==> src/fupd_pkg.sv <==
`timescale 1ns / 1ps
// Shared types, constants and helper functions of the file URI percent decoder.
package fupd_pkg;

    localparam int MAX_RESULTS = 4;
    localparam int SLOT_W = $clog2(MAX_RESULTS);
    localparam int CNT_W = $clog2(MAX_RESULTS + 1);
    localparam int QUEUE_DEPTH = 4;

    localparam int PREFIX_LEN = 7;
    localparam logic [2:0] PREFIX_LEN_C = 3'(PREFIX_LEN);
    localparam logic [7:0] PREFIX_TEXT [PREFIX_LEN] = '{
        8'h66, 8'h69, 8'h6C, 8'h65, 8'h3A, 8'h2F, 8'h2F
    };
    localparam logic [7:0] ESC_CHAR = 8'h25;

    localparam logic [1:0] KIND_DATA = 2'd0;
    localparam logic [1:0] KIND_END = 2'd1;
    localparam logic [1:0] KIND_REJECT = 2'd2;

    localparam logic [1:0] PHASE_NORMAL = 2'd0;
    localparam logic [1:0] PHASE_PERCENT = 2'd1;
    localparam logic [1:0] PHASE_DIGIT = 2'd2;

    typedef struct packed {
        logic [7:0] data;
        logic [1:0] kind;
        logic       last;
    } fupd_result_t;

    typedef struct packed {
        logic [CNT_W-1:0]                   cnt;
        fupd_result_t [MAX_RESULTS-1:0]     slot;
    } fupd_bundle_t;

    typedef struct packed {
        logic         push;
        fupd_bundle_t bundle;
    } fupd_wr_t;

    typedef struct packed {
        logic         valid;
        fupd_bundle_t bundle;
    } fupd_head_t;

    function automatic logic is_hex(input logic [7:0] c);
        return c inside {[8'h30:8'h39], [8'h41:8'h46], [8'h61:8'h66]};
    endfunction

    function automatic logic [3:0] hex_value(input logic [7:0] c);
        logic [7:0] v;
        if (c inside {[8'h30:8'h39]}) begin
            v = c - 8'h30;
        end else if (c inside {[8'h41:8'h46]}) begin
            v = c - 8'h37;
        end else begin
            v = c - 8'h57;
        end
        return v[3:0];
    endfunction

endpackage

==> src/fupd_front.sv <==
`timescale 1ns / 1ps
// Front end: prefix check, escape tracking and result bundle formation per beat.
module fupd_front (
    input  logic             aclk,
    input  logic             aresetn,
    input  logic             accept,
    input  logic [7:0]       in_byte,
    input  logic             in_last,
    output fupd_pkg::fupd_wr_t wr
);
    import fupd_pkg::*;

    logic [2:0] prefix_count_reg, prefix_count_next;
    logic [1:0] escape_phase_reg, escape_phase_next;
    logic [7:0] held_digit_reg, held_digit_next;
    logic       rejected_reg, rejected_next;
    fupd_bundle_t bundle;

    function automatic fupd_bundle_t add_res(input fupd_bundle_t bnd, input logic [7:0] data,
                                             input logic [1:0] kind, input logic last);
        fupd_bundle_t r;
        r = bnd;
        r.slot[bnd.cnt[SLOT_W-1:0]] = '{data: data, kind: kind, last: last};
        r.cnt = bnd.cnt + CNT_W'(1);
        return r;
    endfunction

    always_comb begin
        bundle = '0;
        prefix_count_next = prefix_count_reg;
        escape_phase_next = escape_phase_reg;
        held_digit_next = held_digit_reg;
        rejected_next = rejected_reg;

        if (!rejected_reg) begin
            if (prefix_count_reg < PREFIX_LEN_C) begin
                if (in_byte == PREFIX_TEXT[prefix_count_reg]) begin
                    prefix_count_next = prefix_count_reg + 3'd1;
                end else begin
                    rejected_next = 1'b1;
                end
            end else if (escape_phase_reg == PHASE_DIGIT) begin
                if (is_hex(in_byte)) begin
                    bundle = add_res(bundle, {hex_value(held_digit_reg), hex_value(in_byte)},
                                     KIND_DATA, 1'b0);
                    escape_phase_next = PHASE_NORMAL;
                end else begin
                    bundle = add_res(bundle, ESC_CHAR, KIND_DATA, 1'b0);
                    bundle = add_res(bundle, held_digit_reg, KIND_DATA, 1'b0);
                    if (in_byte == ESC_CHAR) begin
                        escape_phase_next = PHASE_PERCENT;
                    end else begin
                        escape_phase_next = PHASE_NORMAL;
                        bundle = add_res(bundle, in_byte, KIND_DATA, 1'b0);
                    end
                end
            end else if (escape_phase_reg == PHASE_PERCENT) begin
                if (is_hex(in_byte)) begin
                    held_digit_next = in_byte;
                    escape_phase_next = PHASE_DIGIT;
                end else begin
                    bundle = add_res(bundle, ESC_CHAR, KIND_DATA, 1'b0);
                    if (in_byte == ESC_CHAR) begin
                        escape_phase_next = PHASE_PERCENT;
                    end else begin
                        escape_phase_next = PHASE_NORMAL;
                        bundle = add_res(bundle, in_byte, KIND_DATA, 1'b0);
                    end
                end
            end else begin
                if (in_byte == ESC_CHAR) begin
                    escape_phase_next = PHASE_PERCENT;
                end else begin
                    escape_phase_next = PHASE_NORMAL;
                    bundle = add_res(bundle, in_byte, KIND_DATA, 1'b0);
                end
            end
        end

        if (in_last) begin
            if (rejected_next || prefix_count_next < PREFIX_LEN_C) begin
                bundle = add_res(bundle, 8'h00, KIND_REJECT, 1'b1);
            end else begin
                if (escape_phase_next == PHASE_PERCENT || escape_phase_next == PHASE_DIGIT) begin
                    bundle = add_res(bundle, ESC_CHAR, KIND_DATA, 1'b0);
                end
                if (escape_phase_next == PHASE_DIGIT) begin
                    bundle = add_res(bundle, held_digit_next, KIND_DATA, 1'b0);
                end
                bundle = add_res(bundle, 8'h00, KIND_END, 1'b1);
            end
            prefix_count_next = '0;
            escape_phase_next = PHASE_NORMAL;
            held_digit_next = '0;
            rejected_next = 1'b0;
        end
    end

    always_ff @(posedge aclk) begin
        if (!aresetn) begin
            prefix_count_reg <= '0;
            escape_phase_reg <= PHASE_NORMAL;
            held_digit_reg <= '0;
            rejected_reg <= 1'b0;
        end else if (accept) begin
            prefix_count_reg <= prefix_count_next;
            escape_phase_reg <= escape_phase_next;
            held_digit_reg <= held_digit_next;
            rejected_reg <= rejected_next;
        end
    end

    assign wr.push = accept && (bundle.cnt != '0);
    assign wr.bundle = bundle;

endmodule

==> src/fupd_queue.sv <==
`timescale 1ns / 1ps
// Bundle queue between the front end and the output serializer.
module fupd_queue #(
    parameter int DEPTH = fupd_pkg::QUEUE_DEPTH
) (
    input  logic                 aclk,
    input  logic                 aresetn,
    input  fupd_pkg::fupd_wr_t   wr,
    input  logic                 pop,
    output logic                 full,
    output fupd_pkg::fupd_head_t head
);
    import fupd_pkg::*;

    localparam int AW = $clog2(DEPTH);
    localparam logic [AW:0] DEPTH_C = (AW + 1)'(DEPTH);

    fupd_bundle_t   entries [DEPTH];
    logic [AW-1:0]  wr_ptr_reg, rd_ptr_reg;
    logic [AW:0]    count_reg, count_next;
    logic           do_pop;

    assign full = (count_reg == DEPTH_C);
    assign do_pop = pop && (count_reg != '0);

    always_comb begin
        count_next = count_reg;
        if (wr.push && !do_pop) begin
            count_next = count_reg + (AW + 1)'(1);
        end else if (!wr.push && do_pop) begin
            count_next = count_reg - (AW + 1)'(1);
        end
    end

    always_ff @(posedge aclk) begin
        if (wr.push) begin
            entries[wr_ptr_reg] <= wr.bundle;
        end
    end

    always_ff @(posedge aclk) begin
        if (!aresetn) begin
            wr_ptr_reg <= '0;
            rd_ptr_reg <= '0;
            count_reg <= '0;
        end else begin
            if (wr.push) begin
                wr_ptr_reg <= wr_ptr_reg + AW'(1);
            end
            if (do_pop) begin
                rd_ptr_reg <= rd_ptr_reg + AW'(1);
            end
            count_reg <= count_next;
        end
    end

    assign head.valid = (count_reg != '0);
    assign head.bundle = entries[rd_ptr_reg];

endmodule

==> src/fupd_back.sv <==
`timescale 1ns / 1ps
// Back end: hands out the results of each queued bundle one beat at a time.
module fupd_back (
    input  logic                 aclk,
    input  logic                 aresetn,
    input  fupd_pkg::fupd_head_t head,
    output logic                 pop,
    output logic                 m_valid,
    input  logic                 m_ready,
    output logic [7:0]           m_out_byte,
    output logic [1:0]           m_out_kind,
    output logic                 m_out_last
);
    import fupd_pkg::*;

    logic [SLOT_W-1:0] sel_reg;
    logic              m_valid_reg;
    fupd_result_t      out_reg;
    logic              load;
    logic [SLOT_W-1:0] last_sel;

    assign load = head.valid && (!m_valid_reg || m_ready);
    assign last_sel = SLOT_W'(head.bundle.cnt - CNT_W'(1));
    assign pop = load && (sel_reg == last_sel);

    always_ff @(posedge aclk) begin
        if (!aresetn) begin
            sel_reg <= '0;
            m_valid_reg <= 1'b0;
        end else begin
            if (load) begin
                m_valid_reg <= 1'b1;
                sel_reg <= pop ? '0 : sel_reg + SLOT_W'(1);
            end else if (m_ready) begin
                m_valid_reg <= 1'b0;
            end
        end
    end

    always_ff @(posedge aclk) begin
        if (load) begin
            out_reg <= head.bundle.slot[sel_reg];
        end
    end

    assign m_valid = m_valid_reg;
    assign m_out_byte = out_reg.data;
    assign m_out_kind = out_reg.kind;
    assign m_out_last = out_reg.last;

endmodule

==> src/file_uri_percent_decoder.sv <==
`timescale 1ns / 1ps
// Top level of the file URI percent decoder.
// Results of an accepted beat are written into the bundle queue, then loaded into the m_ output register.
// Throughput: one input beat per cycle while each beat yields at most one result and m_ready holds high.
// A beat with k results passes through the single output register one result at a time; the queue absorbs bursts.
// Reset clears the prefix and escape state and empties the bundle queue.
module file_uri_percent_decoder #(
    parameter int QUEUE_DEPTH = fupd_pkg::QUEUE_DEPTH
) (
    input  logic       aclk,
    input  logic       aresetn,
    input  logic       s_valid,
    output logic       s_ready,
    input  logic [7:0] s_in_byte,
    input  logic       s_in_last,
    output logic       m_valid,
    input  logic       m_ready,
    output logic [7:0] m_out_byte,
    output logic [1:0] m_out_kind,
    output logic       m_out_last
);
    import fupd_pkg::*;

    fupd_wr_t   wr;
    fupd_head_t head;
    logic       full;
    logic       pop;
    logic       accept;

    assign s_ready = !full;
    assign accept = s_valid && s_ready;

    fupd_front u_front (
        .aclk    (aclk),
        .aresetn (aresetn),
        .accept  (accept),
        .in_byte (s_in_byte),
        .in_last (s_in_last),
        .wr      (wr)
    );

    fupd_queue #(
        .DEPTH (QUEUE_DEPTH)
    ) u_queue (
        .aclk    (aclk),
        .aresetn (aresetn),
        .wr      (wr),
        .pop     (pop),
        .full    (full),
        .head    (head)
    );

    fupd_back u_back (
        .aclk       (aclk),
        .aresetn    (aresetn),
        .head       (head),
        .pop        (pop),
        .m_valid    (m_valid),
        .m_ready    (m_ready),
        .m_out_byte (m_out_byte),
        .m_out_kind (m_out_kind),
        .m_out_last (m_out_last)
    );

endmodule

==> config.mk <==
export PLATFORM = sky130hd
export DESIGN_NAME = file_uri_percent_decoder
export DESIGN_NICKNAME = d
export VERILOG_FILES = /design/src/fupd_pkg.sv /design/src/fupd_front.sv /design/src/fupd_queue.sv /design/src/fupd_back.sv /design/src/file_uri_percent_decoder.sv
export SDC_FILE = /design/constraint.sdc
export NUM_CORES = 1
export LEC_CHECK = 0
export ABC_AREA = 1
export ABC_CLOCK_PERIOD_IN_PS = 15600
export BUFFER_PORTS_ARGS = -buffer_cell sky130_fd_sc_hd__buf_2
export CORE_MARGIN = 4
export CORE_UTILIZATION = 35
export DETAILED_ROUTE_END_ITERATION = 8
export SYNTH_ARGS = -nofsm -noshare
export SYNTH_HDL_FRONTEND = slang
export SYNTH_HIERARCHICAL = 1
export SYNTH_SLANG_ARGS = --single-unit
==> constraint.sdc <==
create_clock -name aclk -period 15.6 [get_ports aclk]
set_clock_uncertainty 0.05 [all_clocks]
set_input_delay 0.78 -clock aclk [delete_from_list [all_inputs] [get_ports aclk]]
set_output_delay 0.78 -clock aclk [all_outputs]
set_load 0.1 [all_outputs]
* Word level (Yosys, flattened, before mapping)
Memory sizes are Yosys's and may differ from the RTL's. A register that Yosys moved wholly into a read port is not among the register bits.
Index checks and enable logic that the tools add are counted.
** Cells by class
- Bitwise operators :: 10
- Add/subtract/negate cells :: 16
- Equal/unequal tests :: 8
- Multiplexer cells :: 63
- Reduce and logical (&&, ||, !) cells :: 27
- Magnitude comparators :: 20
** Operator list (number)
- $mux W47 :: 14
- $mux W45 :: 2
- $and A36 B36 Y36 :: 2
- $not A36 Y36 :: 2
- $demux W11 S2 :: 3
- $mux W8 :: 8
- $mux W46 :: 1
- $bwmux W44 :: 1
- $mux W11 :: 4
- $and A32 B32 Y32 :: 1
- $not A32 Y32 :: 1
- $ge A8 B7 Y1 const B :: 3
- $le A8 B7 Y1 const B :: 3
- $bmux W11 S2 :: 1
- $mux W2 :: 10
- $mux W3 :: 6
- $ge A8 B6 Y1 const B :: 2
- $le A8 B6 Y1 const B :: 2
- $mux W4 :: 4
- $or A8 B8 Y8 :: 2
- $sub A4 B3 Y4 const B :: 4
- $add A3 B1 Y3 const B :: 5
- $logic_and A1 B1 Y1 :: 15
- $lt A2 B3 Y1 const B :: 4
- other kinds (20) :: 44
** Word-level totals
- Input port bits :: 13
- Bits in read-only memories :: 64
- Bits in registers :: 35
- Memories kept :: 2
- Memory bits (writable) :: 188
- Logic and storage cells :: 158
** Memories
- u_queue.entries :: depth 4, bits a word 47, read ports 1, clocked after Yosys merged registers in 1, wr ports 1, line fupd_queue.sv:18 : fupd_bundle_t entries [DEPTH];
- (name not given) :: depth 8, bits a word 8, read ports 1, clocked after Yosys merged registers in 0, wr ports 0, line fupd_front.sv:37 : if (in_byte == PREFIX_TEXT[prefix_count_reg]) begin

* Longest topological paths before layout
Gate-level depths: netlist (run 1).
- Depth in word-level cells :: 39
- Mapped depth :: 37

* Cells and area by module
The synthesis (run 1) kept the hierarchy.
** By module, submodules not included
- fupd_queue :: times used 1, area each 7841.3 um^2, cells an instance 518, sequential area each 5825.6 um^2
- fupd_front :: times used 1, area each 2678.8 um^2, cells an instance 491, sequential area each 280.3 um^2
- fupd_back :: times used 1, area each 809.5 um^2, cells an instance 101, sequential area each 390.4 um^2
- file_uri_percent_decoder :: times used 1, area each 13.8 um^2, cells an instance 3, sequential area each 0.0 um^2

* Worst setup path before layout (run 1)
Ideal clock, no wire load.
- Kind :: input to register
- Start :: input s_in_byte[0]
- End :: memory u_queue/entries[0][0] in the netlist's numbering (enable)
- Stages on the path :: 30
- Arrival time :: 5.094 ns
- Setup time :: 0.401 ns
- Setup slack :: 10.055 ns
- Path through :: inv_1 > ha_1 > nor2_1 > nand2_1 > nand3_1 > nor2_1 > nand2_1 > nor2_1 > inv_1 > o21ai_0 > ha_1 > inv_1 > nand2_1 > nand2_1 > inv_1 > ha_1 > inv_1 > o21ai_1 > inv_1 > ha_1 > inv_1 > xor2_1 > xor2_1 > nand3b_1 > nand3_1 > nand3_1 > nand2_1 > inv_1 > nand2_1 > inv_1
** RTL lines
- start: declaration :: line file_uri_percent_decoder.sv:14 : input logic [7:0] s_in_byte,
- end: declaration :: line fupd_queue.sv:18

==> results of run 1 <==
## how the worst max path moves through the flow
stage | from | endpoint | slack, ns
floorplan | s_in_byte[0] | u_queue/entries[0][0]$_DFFE_PP_ | 10.10
global placement | s_in_byte[0] | u_queue/entries[0][3]$_DFFE_PP_ | 9.16
detailed placement | s_in_byte[0] | u_queue/entries[0][8]$_DFFE_PP_ | 8.99
global route | u_front/prefix_count_reg[2]$_SDFFE_PN0P_ | u_queue/entries[0][25]$_DFFE_PP_ | 8.80
finish | u_front/prefix_count_reg[2]$_SDFFE_PN0P_ | u_queue/entries[0][8]$_DFFE_PP_ | 9.32
CTS | u_front/prefix_count_reg[2]$_SDFFE_PN0P_ | u_queue/entries[0][25]$_DFFE_PP_ | 9.37
## stage by stage
stage	setup WS (ns)	instances
after floorplan	10.10	1103
after global placement	9.16	1492
after detailed placement	8.99	1492
after CTS	9.37	1536
after global routing	8.80	1536
final	9.32	1536
## power by group through the flow
| stage | sequential [mW] | clock (mW) | combinational, mW |
|---|---|---|---|
| after CTS | 0.725 | 0.607 | 0.447 |
| after global routing | 0.730 | 0.629 | 0.480 |
| after global placement | 0.737 | 0 | 0.442 |
| after floorplan | 0.859 | 0 | 0.242 |
| final | 0.725 | 0.593 | 0.444 |
| after detailed placement | 0.738 | 0 | 0.445 |
## worst max-delay path: stages, from the launching register on
cell and delay (ns):
dfxtp_1 0.58, nand4_4 0.31, nor2_1 0.36, inv_1 0.17, nor2_1 0.53, inv_1 0.23
o21ai_0 0.17, ha_1 0.33, inv_1 0.13, nand2_1 0.08, nand2_1 0.13, inv_1 0.08
ha_1 0.27, inv_1 0.04, o21ai_1 0.24, inv_1 0.10, ha_1 0.22, inv_1 0.11
xor2_1 0.19, xor2_1 0.16, nand3b_1 0.12, nand3_1 0.08, nand3_1 0.13, nand2_1 0.06
inv_1 0.16, nand2_1 0.09, inv_2 0.22, buf_4 0.51
## layer usage
| metal | vias to the layer above | part of all wire | track usage |
|---|---|---|---|
| li1 | 3873 | - | - |
| met1 | 3879 | 0.46 | 0.223 |
| met2 | 265 | 0.46 | 0.245 |
| met3 | 47 | 0.057 | 0.0238 |
| met4 | 2 | 0.024 | 0.0387 |
| met5 | - | 0.00047 | 0 |
## layout by cell type, fill, tap and decap left out, types with 3 or more instances in the layout
cell type,n
buf_4,9
nand2_1,164
bufinv_16,4
ha_1,29
o21ai_1,16
o21ai_0,145
nor2_2,5
buf_2,25
nor2_4,29
nand2_2,8
o22ai_2,26
clkinv_1,4
clkbuf_16,24
inv_2,10
edfxtp_1,195
clkinv_2,4
o21ai_2,4
a21oi_1,39
a21oi_2,3
nor2_1,155
o22ai_1,43
nand3_1,39
nor3_1,4
xor2_1,6
dfxtp_1,25
nand4_1,4
inv_1,86
## cell type report
class | count | area [um^2]
clock buffer | 28 | 636
multi-input combinational | 737 | 4120
inverter | 98 | 373
clock inverter | 16 | 196
sequential | 221 | 6380
timing repair buffer | 34 | 193
tap | 402 | 503
fill | 3058 | 19200
==> metrics.txt, run 1 <==
Setup Total Neg Slack 0 ns; chip width 187 um; Post-DP Area 11600 um^2; Tmin final 6.28 ns; share of post-route cells with drive strength above 1 0.146; R2R depth 27; I/O Buffers 25; CTS Hold Buffers Added 0; max reg flops 184; Power Dens Cells 142 nW/um^2; flop2flop setup slack 9.32 ns; die area 34900 um^2; Final setup viols 0; status complete, no violations; P&R area growth vs syn 10.8%; Die Ht 187 um; Clk network pwr share 0.337; Worst-Margin Slew 0.958 ns; Max Freq 159 MHz; largest net degree at the start of global routing 94; # rows 65; Clock transition at path regs 0.07 ns; Mapped Nets 1146; Startpoint Class register; WHS Endpoint u_front/rejected_reg$_SDFFE_PN0P_; Post-Syn Instances 1103; initial DRC count 735; drt wl/cell 18.1 um; post-synthesis instance area 11200 um^2; RSZ-0062 raised after global routing no; sequential power share 0.411; Hold Crit Start u_front/rejected_reg$_SDFFE_PN0P_; total number of vias 8066; maximum VDD drop 0.0904 mV; DRC violations left 0; Power Total 1.76 mW; final slew viol count 0; crit path kind reg2reg; CTS tree yes; total setup buffers inserted after CTS 0; worst r2r src u_front/prefix_count_reg[2]$_SDFFE_PN0P_; number of CTS-inserted buffers 24; Switching Share 0.341; clock latency on the worst-skew pair 0.53 ns; Int Pwr 1.16 mW; initial core utilization 0.354; nets@finish 1159; Hold Slack 0.418 ns; via/cell ratio 5.25; CTS Sinks 221; worst hold stages 2; I/O pins 26; Final Util 0.393; hpwl dp 18.0 mm; first drt pass iteration count 5; first-pass GRT wire length 43.4 mm; placer congestion estimate 0.907; syn_area_per_cell 10.1 um^2; worst reg2reg endpoint u_queue/entries[0][8]$_DFFE_PP_; ant diodes 0; combinational share of power 0.252; Bufs on Longest Clock Path 3; ANT nets after route 0; hold crit path type reg2reg; fin area 12400 um^2; Critical Path AT 6.39 ns; number of max-cap violations 0; H-tree Lvls 1; number of global-route vias before repair 7560; grt ovf 0; NetSw 0.600 mW; Rel. slew slack 0.361; Synth Warn # 6; leakage 4.40 nW; CP required 15.71 ns; final worst-path cycle share 0.402; Fin. Hold Viols 0; Total Routing Usage GR 0.154; root buf cell clkbuf_16; Worst setup EP type register; CORE AREA 31600 um^2; initial antenna violation count 1; Post-CTS Resized 0; crit path max fanout 35; total wire length 27.8 mm
Power figures use the tool's default switching activity.
==> run 2, diff against run 1 <==
Settings changed: ABC_CLOCK_PERIOD_IN_PS 15600 to 5200.
Clock period 15.6 ns to 5.2 ns, I/O delays scaled along.
==> run 2 against run 1 <==
Sequential share of layout area down 0.54 points. Clock power rose to 2.7 times the previous value. Sequential cell count unchanged. Largest cell class unchanged. Worst hold slack worse by 0.38 ns. Count of clock-buffer cells in the layout up 4. Fmax up 31%. Register-to-register slack worse by 8.9 ns. Largest power group unchanged. Critical endpoint is now u_queue/count_reg[2]$_SDFFE_PN0P_. Combinational power rose to 3.0 times the previous value.
==> metrics.txt, run 2 (synthesis gave the netlist of run 1 again) <==
initial antenna violation count 0 (-1); Total Routing Usage GR 0.153 (-0.00178); max reg flops 184 (unchanged); commonest non-fill, non-tap cells in the layout 195 x edfxtp_1, 162 x nand2_1, 154 x nor2_1, 145 x o21ai_0, 85 x inv_1; # rows 65 (unchanged); leakage 4.41 nW (+0.22%); grt ovf 0 (unchanged); crit path kind reg2reg; ant diodes 0 (unchanged); Final Util 0.397 (+0.00436); CP required 5.55 ns (-10.16 ns); I/O pins 26 (unchanged); hpwl dp 18.3 mm (+1.4%); ANT nets after route 0 (unchanged); CTS Sinks 221 (unchanged); Max Freq 209 MHz (+31%); I/O Buffers 25 (unchanged); H-tree Lvls 1 (unchanged); critical path's largest stage delay 0.44 ns (-0.14 ns); Tmin final 4.79 ns (-1.48 ns); commonest non-fill, non-tap cell in the layout edfxtp_1; root buf cell clkbuf_16; via/cell ratio 5.15 (-1.9%); first-pass GRT wire length 43.3 mm (-0.30%); chip width 187 um (unchanged); Bufs on Longest Clock Path 3 (unchanged); Placed Cells 1511 (+1.3%); Rel. slew slack 0.296 (-0.0652); first drt pass iteration count 5 (unchanged); share of post-route cells with drive strength above 1 0.165 (+0.0188); Critical Path AT 5.15 ns (-1.24 ns); clock latency on the worst-skew pair 0.51 ns (-0.02 ns); final worst-path cycle share 0.922 (+0.519); initial DRC count 825 (+12%); Clock transition at path regs 0.06 ns (about the same); P&R area growth vs syn 12.1%; total wire length 27.5 mm (-1.3%); Fin. Hold Viols 0 (unchanged); initial core utilization 0.354 (unchanged); Finished Layout Cells 1558 (+1.4%); Power Dens Cells 410 nW/um^2 (+190%); final slew viol count 0 (unchanged); Setup Total Neg Slack 0 ns (unchanged); largest net degree at the start of global routing 59 (-37%); total number of vias 8024 (-0.52%); most used cell, CP inv_1; placer congestion estimate 0.925 (+2.1%); number of CTS-inserted buffers 25 (+4.2%); status complete, no violations; RSZ-0062 raised after global routing no; Worst-Margin Slew 1.04 ns (+0.0868 ns); Startpoint Class register; CTS tree yes; number of max-cap violations 0 (unchanged); crit path max fanout 6 (-83%); die area 34900 um^2 (unchanged); Final setup viols 0 (unchanged); Die Ht 187 um (unchanged); CORE AREA 31600 um^2 (unchanged); nets@finish 1181 (+1.9%); DRC violations left 0 (unchanged); number of global-route vias before repair 7685 (+1.7%); CP max stage cell fa_1; hold crit path type in2reg; maximum VDD drop 0.307 mV (+240%); drt wl/cell 17.6 um (-2.7%); Worst setup EP type register
-- run 2: cell count changes in the layout (fill, tap and decap cells not counted), sizes merged --
cell | previous run | this run
buf | 34 | 54
clkbuf | 28 | 32
bufinv | 4 | 1
clkinv | 10 | 9
clkinvlp | 1 | 2
dlygate4sd3 | 0 | 1
-- run 2: path summary, 6_finish.rpt --
check,from,endpoint,cells after the start,slack [ns]
max,u_front/escape_phase_reg[1]$_SDFFE_PN0P_,u_queue/count_reg[2]$_SDFFE_PN0P_,34,0.41
min,aresetn,u_queue/count_reg[2]$_SDFFE_PN0P_,3,0.04
max reg2reg,u_front/escape_phase_reg[1]$_SDFFE_PN0P_,u_queue/count_reg[2]$_SDFFE_PN0P_,34,0.41
min reg2reg,u_front/rejected_reg$_SDFFE_PN0P_,u_front/rejected_reg$_SDFFE_PN0P_,2,0.41
-- run 2: metal layers --
| metal | vias up | share of wire | track usage | routed length [um] |
|---|---|---|---|---|
| met5 | - | 0 | 0 | 0 |
| met4 | 0 | 0.018 | 0.0341 | 491 |
| met3 | 49 | 0.065 | 0.0260 | 1790 |
| met2 | 235 | 0.44 | 0.239 | 12200 |
| met1 | 3835 | 0.47 | 0.224 | 13000 |
| li1 | 3905 | - | - | - |
-- run 2: final cells by class --
class                      instances  area (um^2)
tap                              402          503
multi-input combinational        737         4120
timing repair buffer              55          403
inverter                          98          373
sequential                       221         6380
clock buffer                      32          652
fill                            3071        19000
clock inverter                    13         96.3
-- run 2: timing repair --
action                                 4_1_cts  5_1_grt
setup endpoints to repair                    0       12
buffers inserted                             0        1
gates resized for setup                      0        7
endpoints found under the hold margin        1        0
hold buffers                                 1        0
-- run 2: worst max-delay path, delay by kind of cell (launching register included) --
| kind | cells | cell delay [ns] |
|---|---|---|
| buf+inv | 11 | 0.95 |
| simple gates | 14 | 1.28 |
| flops | 1 | 0.31 |
| xor+xnor | 2 | 0.33 |
| fa+ha+maj | 5 | 1.45 |
| compound gates | 2 | 0.30 |
-- run 2: power breakdown --
group	internal [mW]	switching, mW
Combinational	0.285	1.02
Sequential	2.13	0.0749
Clock	0.935	0.686
Total	3.35	1.78
-- run 2: metrics by stage --
| step | power, mW | cell area [um^2] | hold slack, ns | worst slack (ns) |
|---|---|---|---|---|
| after floorplan | 3.29 | 11200 | 0.330 | 0.219 |
| after global placement | 3.55 | 11800 | 0.405 | 0.186 |
| after detailed placement | 3.56 | 11800 | 0.407 | 0.0506 |
| after CTS | 5.18 | 12500 | 0.0254 | 0.193 |
| after global routing | 5.37 | 12500 | 0.0366 | 0.00917 |
| final | 5.13 | 12500 | 0.0373 | 0.408 |
